$ cat src/design/rpcd_pkg.sv
// ----------------------------------------------------------------------------
// rpcd_pkg
// Shared types and constants of the RPC frame deframer: parse phases,
// field tags, frame status codes, register indexes and the result record.
// ----------------------------------------------------------------------------
`default_nettype none

package rpcd_pkg;

    // fixed frame overhead: start, length, id len, method len, err, info len,
    // checksum, end
    localparam int unsigned HEADER_OVERHEAD = 26;

    // fixed bytes that still follow each length word
    localparam int unsigned FIXED_AFTER_IDLEN = 17;
    localparam int unsigned FIXED_AFTER_MLEN  = 13;
    localparam int unsigned FIXED_AFTER_ILEN  = 5;

    // configuration register indexes
    localparam int unsigned CFG_IDX_W = 8;
    localparam int unsigned CFG_DATA_W = 32;
    localparam logic [CFG_IDX_W-1:0] CFG_START_MARKER = 8'd0;
    localparam logic [CFG_IDX_W-1:0] CFG_END_MARKER   = 8'd1;

    // reset values of the markers
    localparam logic [7:0] START_MARKER_RST = 8'h02;
    localparam logic [7:0] END_MARKER_RST   = 8'h03;

    // field tags
    typedef enum logic [3:0] {
        TAG_START   = 4'd0,
        TAG_LENGTH  = 4'd1,
        TAG_IDLEN   = 4'd2,
        TAG_ID      = 4'd3,
        TAG_MLEN    = 4'd4,
        TAG_METHOD  = 4'd5,
        TAG_ERR     = 4'd6,
        TAG_ILEN    = 4'd7,
        TAG_INFO    = 4'd8,
        TAG_PAYLOAD = 4'd9,
        TAG_CKSUM   = 4'd10,
        TAG_END     = 4'd11
    } t_tag;

    // frame status codes
    typedef enum logic [2:0] {
        ST_BUSY    = 3'd0,
        ST_OK      = 3'd1,
        ST_BAD_END = 3'd2,
        ST_BAD_LEN = 3'd3,
        ST_OVERRUN = 3'd4
    } t_status;

    // parse phases, one-hot
    typedef enum logic [12:0] {
        PH_HUNT    = 13'b0000000000001,
        PH_LEN     = 13'b0000000000010,
        PH_IDLEN   = 13'b0000000000100,
        PH_ID      = 13'b0000000001000,
        PH_MLEN    = 13'b0000000010000,
        PH_METHOD  = 13'b0000000100000,
        PH_ERR     = 13'b0000001000000,
        PH_ILEN    = 13'b0000010000000,
        PH_INFO    = 13'b0000100000000,
        PH_PAYLOAD = 13'b0001000000000,
        PH_CKSUM   = 13'b0010000000000,
        PH_END     = 13'b0100000000000,
        PH_SKIP    = 13'b1000000000000
    } t_phase;

    // one result item
    typedef struct packed {
        logic        valid;
        logic [7:0]  data_byte;
        t_tag        field_tag;
        logic        word_valid;
        logic [31:0] word_value;
        logic        frame_last;
        t_status     frame_status;
    } t_result;

    // tag carried by a byte taken in a given phase
    function automatic t_tag phase_tag(input t_phase ph);
        t_tag tag;
        unique case (ph)
            PH_LEN:     tag = TAG_LENGTH;
            PH_IDLEN:   tag = TAG_IDLEN;
            PH_ID:      tag = TAG_ID;
            PH_MLEN:    tag = TAG_MLEN;
            PH_METHOD:  tag = TAG_METHOD;
            PH_ERR:     tag = TAG_ERR;
            PH_ILEN:    tag = TAG_ILEN;
            PH_INFO:    tag = TAG_INFO;
            PH_PAYLOAD: tag = TAG_PAYLOAD;
            PH_CKSUM:   tag = TAG_CKSUM;
            PH_END:     tag = TAG_END;
            default:    tag = TAG_START;
        endcase
        return tag;
    endfunction

endpackage

`default_nettype wire

$ cat src/design/rpcd_parser.sv
// ----------------------------------------------------------------------------
// rpcd_parser
// Frame parse state and the single-pass step logic: takes one byte when
// stepped, updates the phase, counters and word assembly, and presents the
// result of that byte in the same cycle.
// ----------------------------------------------------------------------------
`default_nettype none

module rpcd_parser
    import rpcd_pkg::*;
#(
    parameter int unsigned MAX_FRAME = 65536
) (
    input  wire logic       i_clk,
    input  wire logic       i_rst_n,
    input  wire logic       i_step,
    input  wire logic [7:0] i_byte,
    input  wire logic [7:0] i_start_marker,
    input  wire logic [7:0] i_end_marker,
    output t_result         o_res
);

    // frame lengths and counts inside a frame fit in this width
    localparam int unsigned LW = $clog2(MAX_FRAME + 1);

    t_phase          r_phase, n_phase;
    logic [LW-1:0]   r_left,  n_left;    // frame bytes still to come, the current one included
    logic [LW-1:0]   r_rem,   n_rem;     // bytes left in a variable field or skip
    logic [31:0]     r_shift, n_shift;
    logic [1:0]      r_cnt,   n_cnt;

    logic [31:0]     word_next;
    logic [1:0]      cnt_next;
    logic [LW-1:0]   left_dec;
    logic [LW-1:0]   rem_dec;
    logic [LW-1:0]   fixed_after;
    logic [LW-1:0]   room;
    logic            overrun;
    t_result         res;

    // shared datapath pieces
    always_comb begin
        word_next = {r_shift[23:0], i_byte};
        cnt_next  = r_cnt + 2'd1;
        left_dec  = r_left - LW'(1);
        rem_dec   = (r_rem != '0) ? (r_rem - LW'(1)) : '0;
        case (r_phase)
            PH_IDLEN: fixed_after = LW'(FIXED_AFTER_IDLEN);
            PH_MLEN:  fixed_after = LW'(FIXED_AFTER_MLEN);
            default:  fixed_after = LW'(FIXED_AFTER_ILEN);
        endcase
        room    = left_dec - fixed_after;
        overrun = word_next > {{(32-LW){1'b0}}, room};
    end

    // next state and result of one byte
    always_comb begin
        n_phase = r_phase;
        n_left  = r_left;
        n_rem   = r_rem;
        n_shift = r_shift;
        n_cnt   = r_cnt;
        res              = '0;
        res.data_byte    = i_byte;
        res.field_tag    = phase_tag(r_phase);
        res.frame_status = ST_BUSY;
        if (i_step) begin
            unique case (r_phase)
                PH_HUNT: begin
                    if (i_byte == i_start_marker) begin
                        res.valid     = 1'b1;
                        res.field_tag = TAG_START;
                        n_shift       = '0;
                        n_cnt         = '0;
                        n_phase       = PH_LEN;
                    end
                end
                PH_SKIP: begin
                    n_rem = rem_dec;
                    if (rem_dec == '0) begin
                        n_phase = PH_HUNT;
                    end
                end
                PH_END: begin
                    res.valid        = 1'b1;
                    res.frame_last   = 1'b1;
                    res.frame_status = (i_byte == i_end_marker) ? ST_OK : ST_BAD_END;
                    n_phase          = PH_HUNT;
                end
                PH_ID, PH_METHOD, PH_INFO, PH_PAYLOAD: begin
                    res.valid = 1'b1;
                    n_left    = left_dec;
                    n_rem     = rem_dec;
                    if (rem_dec == '0) begin
                        case (r_phase)
                            PH_ID:     n_phase = PH_MLEN;
                            PH_METHOD: n_phase = PH_ERR;
                            PH_INFO: begin
                                // payload takes what the frame leaves before checksum
                                n_rem   = left_dec - LW'(FIXED_AFTER_ILEN);
                                n_phase = (n_rem != '0) ? PH_PAYLOAD : PH_CKSUM;
                            end
                            default:   n_phase = PH_CKSUM;
                        endcase
                    end
                end
                PH_LEN, PH_IDLEN, PH_MLEN, PH_ERR, PH_ILEN, PH_CKSUM: begin
                    res.valid = 1'b1;
                    n_left    = left_dec;
                    n_shift   = word_next;
                    n_cnt     = cnt_next;
                    if (cnt_next == 2'd0) begin
                        res.word_valid = 1'b1;
                        res.word_value = word_next;
                        n_shift        = '0;
                        case (r_phase)
                            PH_LEN: begin
                                if (word_next < 32'(HEADER_OVERHEAD) ||
                                    word_next > 32'(MAX_FRAME)) begin
                                    res.frame_last   = 1'b1;
                                    res.frame_status = ST_BAD_LEN;
                                    n_phase          = PH_HUNT;
                                end else begin
                                    // five frame bytes are already in
                                    n_left  = word_next[LW-1:0] - LW'(5);
                                    n_phase = PH_IDLEN;
                                end
                            end
                            PH_IDLEN, PH_MLEN, PH_ILEN: begin
                                if (overrun) begin
                                    res.frame_last   = 1'b1;
                                    res.frame_status = ST_OVERRUN;
                                    n_rem            = left_dec;
                                    n_phase          = (left_dec != '0) ? PH_SKIP : PH_HUNT;
                                end else begin
                                    n_rem = word_next[LW-1:0];
                                    if (r_phase == PH_IDLEN) begin
                                        n_phase = (n_rem != '0) ? PH_ID : PH_MLEN;
                                    end else if (r_phase == PH_MLEN) begin
                                        n_phase = (n_rem != '0) ? PH_METHOD : PH_ERR;
                                    end else if (n_rem != '0) begin
                                        n_phase = PH_INFO;
                                    end else begin
                                        n_rem   = left_dec - LW'(FIXED_AFTER_ILEN);
                                        n_phase = (n_rem != '0) ? PH_PAYLOAD : PH_CKSUM;
                                    end
                                end
                            end
                            PH_ERR:  n_phase = PH_ILEN;
                            default: n_phase = PH_END;
                        endcase
                    end
                end
                default: begin
                    n_phase = PH_HUNT;
                end
            endcase
        end
    end

    // state registers
    always_ff @(posedge i_clk) begin
        if (!i_rst_n) begin
            r_phase <= PH_HUNT;
            r_left  <= '0;
            r_rem   <= '0;
            r_shift <= '0;
            r_cnt   <= '0;
        end else begin
            r_phase <= n_phase;
            r_left  <= n_left;
            r_rem   <= n_rem;
            r_shift <= n_shift;
            r_cnt   <= n_cnt;
        end
    end

    assign o_res = res;

endmodule

`default_nettype wire

$ cat src/design/rpc_frame_deframer_unit.sv
// ----------------------------------------------------------------------------
// rpc_frame_deframer_unit
// Streaming deframer for length-prefixed RPC frames with field tagging.
// ----------------------------------------------------------------------------
// Usage:
//   Input channel (i_in_valid / o_in_stall / i_in_byte) takes one stream byte
//   per request. While hunting, bytes other than the start marker are dropped.
//   Every frame byte comes out on the output channel (o_out_valid /
//   i_out_stall) tagged with its field; the byte that closes a 32-bit header
//   word also carries the word. The last byte of a frame, or the byte that
//   aborts it, carries frame_last and a status. After a layout overrun the
//   rest of the frame is consumed without output.
//   A byte's result is registered and shows in the cycle after it is accepted.
//   Throughput: one byte per cycle unless the output stalls; the whole step
//   for a byte is one pass of the parser logic into the output register.
//   Stall: o_in_stall rises only while the output register holds a result
//   and i_out_stall is high; otherwise bytes keep flowing, also into a
//   waiting slot that is freed in the same cycle.
//   Configuration (i_cfg_valid / o_cfg_ready, always ready): index 0 writes
//   the start marker, index 1 the end marker, low 8 bits of the data; other
//   indexes are ignored. Write only while the block is idle.
//   Reset (synchronous, i_rst_n low): hunting, markers back to 2 and 3,
//   output empty.
// ----------------------------------------------------------------------------
`default_nettype none

module rpc_frame_deframer_unit
    import rpcd_pkg::*;
#(
    parameter int unsigned MAX_FRAME = 65536
) (
    input  wire logic                  i_clk,
    input  wire logic                  i_rst_n,
    // byte input
    input  wire logic                  i_in_valid,
    output logic                       o_in_stall,
    input  wire logic [7:0]            i_in_byte,
    // result output
    output logic                       o_out_valid,
    input  wire logic                  i_out_stall,
    output logic [7:0]                 o_data_byte,
    output logic [3:0]                 o_field_tag,
    output logic                       o_word_valid,
    output logic signed [31:0]         o_word_value,
    output logic                       o_frame_last,
    output logic [2:0]                 o_frame_status,
    // configuration writes
    input  wire logic                  i_cfg_valid,
    output logic                       o_cfg_ready,
    input  wire logic [CFG_IDX_W-1:0]  i_cfg_index,
    input  wire logic [CFG_DATA_W-1:0] i_cfg_data
);

    logic       r_out_valid;
    t_result    r_out;
    logic [7:0] r_start_marker;
    logic [7:0] r_end_marker;
    logic       in_accept;
    logic       out_free;
    t_result    res;

    // handshake
    assign out_free    = !r_out_valid || !i_out_stall;
    assign o_in_stall  = !out_free;
    assign in_accept   = i_in_valid && out_free;
    assign o_cfg_ready = 1'b1;

    // parser
    rpcd_parser #(
        .MAX_FRAME (MAX_FRAME)
    ) u_parser (
        .i_clk          (i_clk),
        .i_rst_n        (i_rst_n),
        .i_step         (in_accept),
        .i_byte         (i_in_byte),
        .i_start_marker (r_start_marker),
        .i_end_marker   (r_end_marker),
        .o_res          (res)
    );

    // configuration registers
    always_ff @(posedge i_clk) begin
        if (!i_rst_n) begin
            r_start_marker <= START_MARKER_RST;
            r_end_marker   <= END_MARKER_RST;
        end else if (i_cfg_valid && o_cfg_ready) begin
            unique case (i_cfg_index)
                CFG_START_MARKER: r_start_marker <= i_cfg_data[7:0];
                CFG_END_MARKER:   r_end_marker   <= i_cfg_data[7:0];
                default: ;
            endcase
        end
    end

    // output register valid
    always_ff @(posedge i_clk) begin
        if (!i_rst_n) begin
            r_out_valid <= 1'b0;
        end else if (out_free) begin
            r_out_valid <= in_accept && res.valid;
        end
    end

    // output register payload
    always_ff @(posedge i_clk) begin
        if (out_free && in_accept && res.valid) begin
            r_out <= res;
        end
    end

    assign o_out_valid    = r_out_valid;
    assign o_data_byte    = r_out.data_byte;
    assign o_field_tag    = r_out.field_tag;
    assign o_word_valid   = r_out.word_valid;
    assign o_word_value   = $signed(r_out.word_value);
    assign o_frame_last   = r_out.frame_last;
    assign o_frame_status = r_out.frame_status;

`ifndef NO_ASSERTIONS
    // a status is given exactly on the last byte of a frame
    a_status_on_last: assert property (@(posedge i_clk) disable iff (!i_rst_n)
        o_out_valid |-> (o_frame_last == (o_frame_status != ST_BUSY)))
        else $error("frame status and frame_last disagree");

    // words come only from header word fields
    a_word_tag: assert property (@(posedge i_clk) disable iff (!i_rst_n)
        (o_out_valid && o_word_valid) |->
            (o_field_tag == TAG_LENGTH || o_field_tag == TAG_IDLEN ||
             o_field_tag == TAG_MLEN || o_field_tag == TAG_ERR ||
             o_field_tag == TAG_ILEN || o_field_tag == TAG_CKSUM))
        else $error("word given on a non-word field");

    // end marker checks are reported only on the end byte
    a_end_status: assert property (@(posedge i_clk) disable iff (!i_rst_n)
        (o_out_valid && (o_frame_status == ST_OK || o_frame_status == ST_BAD_END)) |->
            (o_field_tag == TAG_END))
        else $error("end status outside the end byte");

    // length and overrun aborts come with the word that caused them
    a_abort_word: assert property (@(posedge i_clk) disable iff (!i_rst_n)
        (o_out_valid && (o_frame_status == ST_BAD_LEN || o_frame_status == ST_OVERRUN))
            |-> o_word_valid)
        else $error("abort without its length word");

    // word value is zero unless a word is given
    a_word_zero: assert property (@(posedge i_clk) disable iff (!i_rst_n)
        (o_out_valid && !o_word_valid) |-> (o_word_value == 32'sd0))
        else $error("stray word value");
`endif

endmodule

`default_nettype wire
$ cat config.mk
export PLATFORM = sky130hd
export DESIGN_NAME = rpc_frame_deframer_unit
export DESIGN_NICKNAME = d
export VERILOG_FILES = /design/src/design/rpcd_pkg.sv /design/src/design/rpcd_parser.sv /design/src/design/rpc_frame_deframer_unit.sv
export SDC_FILE = /design/constraint.sdc
export NUM_CORES = 1
export LEC_CHECK = 0
export ABC_AREA = 1
export BUFFER_PORTS_ARGS = -buffer_cell sky130_fd_sc_hd__buf_4
export CAP_MARGIN = 10
export CORE_ASPECT_RATIO = 0.8
export CORE_UTILIZATION = 45
export DETAILED_ROUTE_END_ITERATION = 8
export SLEW_MARGIN = 5
export SYNTH_ARGS = -nofsm -noshare
export SYNTH_HDL_FRONTEND = slang
export SYNTH_SLANG_ARGS = --single-unit
$ cat constraint.sdc
create_clock -name i_clk -period 4.55 [get_ports i_clk]
set_input_delay 0.2275 -clock i_clk [delete_from_list [all_inputs] [get_ports i_clk]]
set_output_delay 0.2275 -clock i_clk [all_outputs]
set_load 0.005 [all_outputs]
# ---- Yosys cells after proc, flatten, opt, wreduce, memory -nomap -nowiden
# Cells that the tools add are included.
dict set report word_totals {
  reg_bits 139
  latch_bits 0
  ramBits 0
  rom_bits 0
  in_bits 53
  n_memories 0
}
dict set report classes {
  n_addsub 6
  multipliers 0
  n_div 0
  n_lt_le_gt_ge 3
  eq_ne 21
  n_shift 0
  mux 50
  bitwise 0
  reduce_logical 31
}
# operator count
set ops {}
lappend ops {{17-bit two-way mux} 12}
lappend ops {{13-bit two-way mux} 9}
lappend ops {{13-bit case mux with 3 select lines} 2}
lappend ops {{17-bit nonzero test} 4}
lappend ops {{13-bit case mux with 4 select lines} 1}
lappend ops {{17-bit case mux with 3 select lines} 1}
lappend ops {{24-bit two-way mux} 2}
lappend ops {{24-bit case mux with 2 select lines} 1}
lappend ops {{4-bit case mux with 11 select lines} 1}
lappend ops {{41-bit two-way mux} 1}
lappend ops {{37-bit two-way mux} 1}
lappend ops {{17-bit case mux with 2 select lines} 1}
lappend ops {{17-bit by 1-bit subtractor with 17-bit output (second input constant)} 2}
lappend ops {{17-bit by 3-bit subtractor with 17-bit output (second input constant)} 2}
lappend ops {{33-bit two-way mux} 1}
lappend ops {{32-bit by 17-bit greater-than comparator with 1-bit output} 1}
lappend ops {{32-bit by 17-bit greater-than comparator with 1-bit output (second input constant)} 1}
lappend ops {{32-bit by 5-bit < comparator with 1-bit output (second input constant)} 1}
lappend ops {{17-bit zero test} 1}
lappend ops {{17-bit by 5-bit subtractor with 17-bit output} 1}
lappend ops {{8-bit == test} 2}
lappend ops {{4-bit two-way mux} 4}
lappend ops {{4-bit case mux with 2 select lines} 2}
lappend ops {{13-bit by 1-bit == test with 1-bit output (second input constant)} 1}
lappend ops {{other kinds (40)} 56}

# ---- Logic depth before layout (Yosys ltp)
# Gate-level depths: netlist (run 1).
dict set report depth {
  depth_word 11
  ltp_mapped 30
}

# ---- Cells and area by module
# A second synthesis (run 1) with hierarchy kept.
dict set report unflattened {
  cells_unflattened 1395
  hier_area_um2 9853.2
}
# module instances cells_each area_per_inst_um2 seq_area_each_um2
set modules_own_cells {}
lappend modules_own_cells {rpcd_parser 1 1232 7579.8 1461.4}
lappend modules_own_cells {rpc_frame_deframer_unit 1 163 2273.4 1811.7}

# ---- Worst setup path after synthesis (run 1)
# No wires, ideal clock.
dict set report synth_path {
  kind {register -> register}
  startpoint {register u_parser.r_left[0]}
  endpoint {register u_parser.r_rem[15]}
  setup_ps 115
  arrival_ps 3971
  setup_slack_ps 464
  stages_incl_launch_ff 27
  path_buffers 1
  period_less_slack_ps 4086
  cell_sequence {dfxtp_1 -> inv_1 -> ha_1 -> nand2_1 -> nand2_1 -> ha_1 -> inv_1 -> o21bai_1 -> a21oi_1 -> o21ai_0 -> nor3_1 -> nand2_1 -> xor2_1 -> ha_1 -> a21oi_1 -> o21ai_0 -> a21oi_1 -> nand2_1 -> nand2_1 -> nand2_1 -> nand2_1 -> clkbuf_1 -> o21ai_0 -> o21bai_1 -> nand3_1 -> nor2_1 -> nor2_1}
}
dict set report synth_between {
  elab_chain_len 9
}
# item line
set synth_rtl {}
lappend synth_rtl {{start, declared} rpcd_parser.sv:27} ;# logic [LW-1:0] r_left, n_left;
lappend synth_rtl {{start signal, assigned} rpcd_parser.sv:171} ;# r_left <= n_left;
lappend synth_rtl {{17-bit by 1-bit subtractor with 17-bit output (*)} rpcd_parser.sv:45} ;# left_dec = r_left - LW'(1);
lappend synth_rtl {{parallel branches: the longest is 7 deep, another holds 32-bit by 17-bit greater-than comparator with 1-bit output} --}
lappend synth_rtl {{17-bit case mux with 3 select lines (*)} rpcd_parser.sv:68} ;# unique case (r_phase)
lappend synth_rtl {{end signal, assigned} rpcd_parser.sv:172} ;# r_rem <= n_rem;
lappend synth_rtl {{end, declared} rpcd_parser.sv:28} ;# logic [LW-1:0] r_rem, n_rem;
# Every way passes the cells marked *. The select of a mux whose other input is x is not followed.
# A chain may end at the register's enable or synchronous reset.

# ---- Worst setup path after layout (run 1)
dict set report layout_path {
  startpoint {register u_parser.r_left[2]}
  endpoint {register u_parser.r_rem[2]}
}
# The elaborated chain is that of the path after synthesis.

==> results_dict.tcl, run 1 <==
set metrics [dict create \
    dp_slack_ns 0.1572 \
    area_growth_pct 16.88 \
    vias 9219 \
    core_area_mm2 0.02070 \
    synth_edf_count 49 \
    min_period_ns 4.196 \
    finalSetupTns_ns 0 \
    worst_pin_slew_ns 0.8232 \
    maxSlewHeadroom 0.4500 \
    drt_iter0_markers 736 \
    path_common_cell "nand2_1" \
    gr-total-overflow 0 \
    crit_family "simple AND/OR/NAND/NOR gates" \
    boundaryPins 105 \
    power.total_w 0.006584 \
    synth_seq_cells 139 \
    powerDensity_mw_per_mm2 593.7 \
    fmax_mhz 238.3 \
    min_from "i_cfg_data[0]" \
    rr_worst_depth 31 \
    final_common_cell "nand2_1" \
    antenna_found_initial 0 \
    critical_path_depth 31 \
    wirelength_um 28820 \
    rsz0062_at_grt "false" \
    peakVddDrop_v 0.0003240 \
    hp-class "in -> reg" \
    leakagePower_nw 5.011 \
    cap_violations 0 \
    hold_violations 0 \
    synth_cells 1355 \
    port_buffers 79 \
    firstDrtPassIters 6 \
    drive_gt1_frac 0.1724 \
    fin_skew_ns 0.01332 \
    finalSetupViolations 0 \
    numClockSinks 139 \
    first_global_vias 8475 \
    finalNetCount 1520 \
    slowest_stage "dfxtp_1" \
    wire_per_inst_um 16.76 \
    critPathLaunchType "flip-flop" \
    row_count 47 \
    clockRootBuffer "clkbuf_16" \
    worst_slack_ns 0.3536 \
    r2r_end "u_parser.r_rem[2]" \
    die_w_um 164.3 \
    cp.arrival_ns 4.53 \
    holdPathEnd "r_end_marker[0]" \
    final_area_mm2 0.01109 \
    syn-cell-area_mm2 0.009488 \
    post_dp_cell_area_mm2 0.01038 \
    slowest_delay_ns 0.40 \
    ys.flop_type "dfxtp_1" \
    grt_max_degree 52 \
    fin_crit_sh 0.9223 \
    ant_nets 0 \
    synth_cell_types 50 \
    path_buf_inv 6 \
    cts_buffers 17 \
    worstSetupPathType "reg -> reg" \
    die_area_mm2 0.02167 \
    end_kind "flip-flop" \
    ys.warnings.count 0 \
    diodes 0 \
    reg2reg_from "u_parser.r_left[2]" \
    crit_required_ns 4.89 \
    layout_common_cells "nand2_1 (262), nor2_1 (181), inv_1 (153), nand3_1 (102), buf_4 (98)" \
    postSynth.asyncResetShare 0 \
    groute.usage.overall 0.2728 \
    start_util 0.4584 \
    outcome "finished, final reports clean" \
    drc 0 \
    hpwlAfterDp_um 21470 \
    cts_tree "yes" \
    synth_fp_nets 1438 \
    htreeDepth 4 \
    clkLatencyLatePin_ns 0.44 \
    grt_pass1_wl_um 45530 \
    gp_congestion 0.9314 \
    viasPerCell 5.363 \
    rrSetupSlack_ns 0.35 \
    slew_violations 0 \
    cts.clk_slew.worst_paths_ns 0.07 \
    seq_area_frac_synth 0.3450 \
    clock_path_buffers 2 \
    crit_fanout 32 \
    syn_avg_cell_area_um2 7.002 \
    fin_util 0.5357 \
    dieHeight_um 131.9 \
    holdPathStages 3 \
]
## cell usage after synthesis, types with 9 or more instances
| library cell | count | area (um^2) |
|---|---|---|
| xor2_1 | 38 | 332.8 |
| ha_1 | 30 | 375.4 |
| nand3_1 | 102 | 510.5 |
| a211oi_1 | 24 | 180.2 |
| o21ai_1 | 29 | 145.1 |
| nand2_1 | 264 | 991.0 |
| edfxtp_1 | 49 | 1471 |
| o211ai_1 | 30 | 225.2 |
| buf_2 | 10 | 50.05 |
| inv_1 | 157 | 589.3 |
| o21ai_0 | 52 | 260.3 |
| nand4_1 | 26 | 162.7 |
| nor2_2 | 17 | 106.4 |
| xnor2_1 | 9 | 78.83 |
| nor2_1 | 185 | 694.4 |
| nor3_1 | 20 | 100.1 |
| nand2_2 | 23 | 143.9 |
| inv_2 | 25 | 93.84 |
| a21oi_1 | 84 | 420.4 |
| clkbuf_1 | 19 | 71.32 |
| dfxtp_1 | 90 | 1802 |
## area by class of cell
type                            instances  area [um^2]
Clock inverter                         15        172.7
Fill cell                            2079         9610
Inverter                              184        695.7
Clock buffer                           17        425.4
Multi-Input combinational cell        995         5420
Sequential cell                       139         3273
Timing Repair Buffer                  100        765.7
Tap cell                              269        336.6
## worst min-delay path, cell delays in order
cell and delay [ns]:
buf_4 0.09, nand2_1 0.05, nand3_1 0.06
## per-layer routing
metal  track usage  share of wire  vias up
li1              -              -     4648
met1        0.3971           0.49     4244
met2        0.4060           0.42      292
met3       0.05159          0.073       35
met4       0.08128          0.020        0
met5             0              0        -
## state kept, by name (all words and copies together), names as in the netlist, 2 cells and up
| signal | flops |
|---|---|
| o_data_byte | 8 |
| o_field_tag | 4 |
| o_frame_status | 3 |
| o_word_value | 32 |
| r_end_marker | 8 |
| r_start_marker | 8 |
| u_parser.r_cnt | 2 |
| u_parser.r_left | 17 |
| u_parser.r_phase | 13 |
| u_parser.r_rem | 17 |
| u_parser.r_shift | 24 |
## worst max-delay path by stage
stage,from,to,slack (ns)
after floorplan,u_parser.r_left[0],u_parser.r_rem[15],0.46
after detailed placement,u_parser.r_phase[8],u_parser.r_rem[2],0.16
final,u_parser.r_left[2],u_parser.r_rem[2],0.35
after global placement,u_parser.r_left[1],o_frame_last,0.23
after global routing,u_parser.r_left[2],u_parser.r_rem[9],0.009
after CTS,u_parser.r_left[1],u_parser.r_rem[0],0.1
## kinds of logic after synthesis
family,synth area share
xor gates and xnor gates,0.04339
adders and majority gates,0.03956
DFF,0.3450
other,0.0003952
buffers and inverters,0.09403
AOI/OAI and AO/OA,0.1352
and+or+nand+nor,0.3425
## repair_timing
action                                  CTS  global route
hold buffers                              1             0
endpoints found under the setup margin    0            28
setup buffers                             0             1
hold endpoints to repair                  1             0
resized for setup                         0            26
## metrics by stage
stage | std cells | hold WS [ns]
6_report | 1719 | 0.01858
5_1_grt | 1719 | 0.01054
4_1_cts | 1718 | 0.01247
3_5_place_dp | 1685 | 0.4490
3_3_place_gp | 1685 | 0.4374
2_1_floorplan | 1355 | 0.3264
## report_power, final
| part | switching [W] | internal [W] | total, W | leakage, nW |
|---|---|---|---|---|
| combinational | 0.00232 | 0.00120 | 0.00352 | 3.54 |
| sequential | 0.000171 | 0.00145 | 0.00162 | 1.18 |
| clock | 0.000657 | 0.000785 | 0.00144 | 0.292 |
| total | 0.00315 | 0.00343 | 0.00658 | 5.01 |
Note: power is estimated with default switching activity, not from simulation.
==> run 2: changes to the inputs <==
- CORE_UTILIZATION: 45 -> 50
- CTS_CLUSTER_SIZE: not set -> 20
- PLACE_DENSITY: not set -> 0.7
==> run 2 against run 1 <==
  * Global-route usage is 2.0 points higher
  * The flow now finishes with violations (negative hold slack)
  * Clock skew grew 0.0078 ns
  * Utilization rose by 6.5 points
  * Largest cell class unchanged
  * First-iteration DRC count grew 21%
  * Sequential cell count unchanged
  * Highest routed layer unchanged
==> results_dict.tcl, run 2 (synthesized netlist as in run 1, its figures left out) <==
set metrics [dict create \
    outcome "finished with violations" \
    violations "negative hold slack" \
    peakVddDrop_v 0.0003993 \
    drive_gt1_frac 0.1649 \
    slew_violations 0 \
    powerDensity_mw_per_mm2 605.5 \
    final_common_cell "nand2_1" \
    hp-class "in -> reg" \
    boundaryPins 105 \
    final_area_mm2 0.01101 \
    clkLatencyLatePin_ns 0.44 \
    cts_buffers 17 \
    path_common_cell "nand2_1" \
    hpwlAfterDp_um 20900 \
    die_w_um 156.0 \
    clock_path_buffers 2 \
    reg2reg_from "u_parser.r_left[1]" \
    rr_worst_depth 26 \
    fmax_mhz 234.9 \
    r2r_end "u_parser.r_rem[13]" \
    fillers 1754 \
    viasPerCell 5.495 \
    path_buf_inv 5 \
    gr-total-overflow 0 \
    drt_iter0_markers 890 \
    worst_slack_ns 0.2937 \
    first_global_vias 8481 \
    drc 0 \
    slowest_delay_ns 0.36 \
    crit_fanout 17 \
    rrSetupSlack_ns 0.29 \
    worst_pin_slew_ns 0.7856 \
    leakagePower_nw 4.998 \
    cts_tree "yes" \
    vias 9319 \
    critPathLaunchType "flip-flop" \
    slowest_stage "ha_1" \
    min_period_ns 4.256 \
    worstSetupPathType "reg -> reg" \
    groute.usage.overall 0.2928 \
    cap_violations 0 \
    dp_slack_ns 0.1563 \
    numClockSinks 139 \
    end_kind "flip-flop" \
    finalSetupViolations 0 \
    grt_pass1_wl_um 44390 \
    finalNetCount 1513 \
    cp.arrival_ns 4.59 \
    fin_skew_ns 0.02107 \
    die_area_mm2 0.01953 \
    firstDrtPassIters 7 \
    htreeDepth 4 \
    crit_family "simple AND/OR/NAND/NOR gates" \
    core_area_mm2 0.01833 \
    clockRootBuffer "clkbuf_16" \
    holdWs_ns -0.004948 \
    post_dp_cell_area_mm2 0.01031 \
    wire_per_inst_um 16.50 \
    start_util 0.5175 \
    holdPathEnd "r_end_marker[0]" \
    cts.clk_slew.worst_paths_ns 0.07 \
    maxSlewHeadroom 0.4752 \
    diodes 0 \
    antenna_found_initial 0 \
    area_growth_pct 16.08 \
    min_from "i_cfg_data[0]" \
    largest_reg_flops 32 \
    wirelength_um 27980 \
    row_count 44 \
    ant_nets 0 \
    layout_common_cells "nand2_1 (261), nor2_1 (183), inv_1 (156), nand3_1 (102), buf_4 (90)" \
    finalSetupTns_ns 0 \
    cts_setup_buffers 0 \
    rsz0062_at_grt "false" \
    port_buffers 79 \
    grt_max_degree 52 \
    dieHeight_um 125.2 \
    hold_violations 1 \
    fin_crit_sh 0.9354 \
    crit_required_ns 4.88 \
    gp_congestion 0.9532 \
    holdPathStages 3 \
]
[run 2: tightest hold or removal path: cells and delay by family]
kind          cells  cell delay [ns]
buf+inv           1             0.08
simple gates      2             0.09
[run 2: metal layers]
layer	GRT usage	vias to the layer above	routed length [um]
met2	0.4430	372	11860
met5	0	-	0
met4	0.08362	0	559
li1	-	4633	-
met1	0.4216	4273	13120
met3	0.05650	41	2441
[run 2: cell type report]
cell class | count | area (um^2) | share of cell area
well taps | 253 | 316.6 | 0.02874
clock inverters | 15 | 155.1 | 0.01409
inverters | 184 | 695.7 | 0.06317
multi-input cells | 995 | 5415 | 0.4917
repair buffers | 93 | 730.7 | 0.06635
flip-flops and latches | 139 | 3274 | 0.2973
clock buffers | 17 | 425.4 | 0.03863
[run 2: power breakdown]
group,switching [W],internal (W)
clock network,0.000623,0.000772
logic,0.00241,0.00126
registers,0.000157,0.00145
total,0.00319,0.00348
[run 2: repair_timing]
action                     4_1_cts  5_1_grt
resized for setup                0       23
hold endpoints to repair         2        0
setup endpoints to repair        0       27
hold buffers                     1        0
[run 2: how the worst max path moves through the flow]
| stage | from | end | slack [ns] | depth (start not counted) |
|---|---|---|---|---|
| after floorplan | u_parser.r_left[0] | u_parser.r_rem[15] | 0.46 | 26 |
| after global placement | u_parser.r_left[2] | u_parser.r_rem[5] | 0.24 | 31 |
| after detailed placement | u_parser.r_left[2] | u_parser.r_rem[15] | 0.16 | 26 |
| after CTS | u_parser.r_left[2] | u_parser.r_rem[3] | 0.11 | 31 |
| after global routing | u_parser.r_left[1] | u_parser.r_rem[3] | 0.007 | 28 |
| final | u_parser.r_left[1] | u_parser.r_rem[13] | 0.29 | 26 |
[run 2: stage by stage]
step / total power [W] / cells / util / hold slack, ns
after floorplan: 0.004018 / 1355 / - / 0.3264
after global placement: 0.004936 / 1662 / 0.5622 / 0.4417
after detailed placement: 0.004981 / 1662 / 0.5622 / 0.4408
after CTS: 0.006378 / 1695 / 0.5944 / 0.003502
after global routing: 0.007113 / 1696 / 0.6007 / 0.01291
final: 0.006669 / 1696 / 0.6007 / -0.004948
==> run 3: changes to the inputs <==
- PLACE_DENSITY: 0.7 -> 0.72
- clock period: 4.55 -> 3.7 ns (I/O delays scaled with it)
==> run 3 against run 2 <==
  * The flow finishes with violations (negative setup slack)
  * Critical path depth increased by 3
  * Critical path type unchanged
  * Cell count grew 7.0%
  * Combinational power increased by 52%
  * Largest cell class unchanged
  * Routed wire length rose by 7.1%
  * Global-route usage rose by 2.1 points
  * Clock-buffer cell count is the same
  * First-iteration DRC count rose by 4.5%
==> results_dict.tcl, run 3 (synthesized netlist as in run 1, its figures left out) <==
set metrics [dict create \
    fin_util 0.6681 \
    ant_nets 0 \
    worst_slack_ns -0.2682 \
    final_common_cell "nand2_1" \
    end_kind "flip-flop" \
    cts_buffers 17 \
    holdPathStages 3 \
    groute.usage.overall 0.3136 \
    min_period_ns 3.968 \
    r2r_end "u_parser.r_rem[8]" \
    htreeDepth 4 \
    register_area_mm2 0.003282 \
    cts_tree "yes" \
    viasPerCell 5.462 \
    layout_common_cells "nand2_1 (255), buf_4 (202), nor2_1 (177), inv_1 (149), nand3_1 (100)" \
    drt_iter0_markers 930 \
    power.total_w 0.009273 \
    drc 0 \
    clkLatencyLatePin_ns 0.43 \
    worstSetupPathType "reg -> reg" \
    vias 9908 \
    powerDensity_mw_per_mm2 757.1 \
    multiInputGateArea_mm2 0.005677 \
    row_count 44 \
    firstDrtPassIters 5 \
    fmax_mhz 252.0 \
    start_util 0.5175 \
    gp_congestion 1.001 \
    hp-class "in -> reg" \
    reg2reg_from "u_parser.r_left[1]" \
    fin_skew_ns 0.009695 \
    dieHeight_um 125.2 \
    violations "negative setup slack" \
    slowest_delay_ns 0.35 \
    peakVddDrop_v 0.0004661 \
    first_global_vias 9255 \
    antenna_found_initial 0 \
    leakagePower_nw 5.616 \
    port_buffers 79 \
    crit_start "u_parser.r_left[1]" \
    finalNetCount 1631 \
    grt_pass1_wl_um 47850 \
    fin_crit_sh 1.072 \
    die_area_mm2 0.01953 \
    drive_gt1_frac 0.2639 \
    grt_max_degree 51 \
    rrSetupSlack_ns -0.27 \
    cts.clk_slew.worst_paths_ns 0.07 \
    numClockSinks 139 \
    holdWs_ns 0.01149 \
    slowest_stage "dfxtp_2" \
    critPathLaunchType "flip-flop" \
    maxSlewHeadroom 0.4310 \
    stdcell_count 1814 \
    wirelength_um 29960 \
    diodes 0 \
    final_area_mm2 0.01225 \
    crit_required_ns 4.03 \
    finalSetupViolations 73 \
    hold_violations 0 \
    fillers 1581 \
    hpwlAfterDp_um 22180 \
    rsz0062_at_grt "true" \
    slew_violations 0 \
    crit_fanout 8 \
    die_w_um 156.0 \
    holdPathEnd "r_end_marker[6]" \
    path_common_cell "nand2_1" \
    largest_reg_flops 32 \
    post_dp_cell_area_mm2 0.01097 \
    clockRootBuffer "clkbuf_16" \
    clock_path_buffers 2 \
    min_from "i_cfg_data[6]" \
    cp.arrival_ns 4.30 \
    boundaryPins 105 \
    placedCellCount 1742 \
    outcome "finished with violations" \
    area_growth_pct 29.09 \
    gr-total-overflow 0 \
    core_area_mm2 0.01833 \
    rr_worst_depth 29 \
    worst_pin_slew_ns 0.8526 \
    cap_violations 0 \
    wire_per_inst_um 16.52 \
]
==> run 3: cell types whose count changed in the layout (fill, tap and decap cells not counted), sizes merged <==
cell and delta:
buf +118, bufinv -1, inv +1, dlygate4sd3 +1, clkbuf -1
==> run 3: report_power, final <==
group          internal, W  switching [W]  total [W]
clock network     0.000910       0.000798    0.00171
logic              0.00224        0.00334    0.00558
registers          0.00178       0.000202    0.00198
==> run 3: critical path: cells and delay by family, from the launching register on <==
kind | cells | cell delay [ns]
AO/OA/AOI/OAI | 4 | 0.48
adder cells (fa/ha/maj) | 3 | 0.68
XOR/XNOR | 1 | 0.19
flip-flops | 1 | 0.35
buffers and inverters | 6 | 0.53
AND/OR/NAND/NOR | 15 | 1.63
==> run 3: cell type report <==
cell class	count	area share
Sequential cell	139	0.2680
Clock buffer	17	0.03473
Inverter	184	0.05802
Tap cell	253	0.02585
Clock inverter	15	0.01400
Multi-Input combinational cell	995	0.4635
Timing Repair Buffer	211	0.1360
==> run 3: repair_timing <==
action                     CTS  global route
setup endpoints to repair   28            88
hold buffers                 2             0
buffers inserted            30             7
cloned                       3             0
hold endpoints to repair     3             0
resized for setup           66            45
pin swaps                   30            20
==> run 3: worst max-delay path by stage <==
stage / depth (start not counted) / to / slack, ns
5_1_grt: 28 / u_parser.r_rem[8] / -0.48
6_report: 29 / u_parser.r_rem[8] / -0.27
2_1_floorplan: 27 / u_parser.r_rem[5] / 0.01
3_5_place_dp: 25 / u_parser.r_rem[15] / -0.34
3_3_place_gp: 27 / u_parser.r_rem[15] / -0.19
4_1_cts: 28 / u_parser.r_rem[8] / -0.15
==> run 3: layer usage <==
| layer | up-vias | share of wire | global-route usage |
|---|---|---|---|
| met5 | - | 0 | 0 |
| met4 | 0 | 0.030 | 0.1159 |
| met3 | 65 | 0.089 | 0.07418 |
| met2 | 411 | 0.43 | 0.4777 |
| met1 | 4557 | 0.45 | 0.4301 |
| li1 | 4875 | - | - |
==> run 3: per-stage QoR <==
step	setup TNS [ns]	setup WS, ns
after floorplan	0	0.01089
after global placement	-2.447	-0.1882
after detailed placement	-6.743	-0.3353
after CTS	-2.098	-0.1496
after global routing	-18.02	-0.4784
final	-6.223	-0.2682
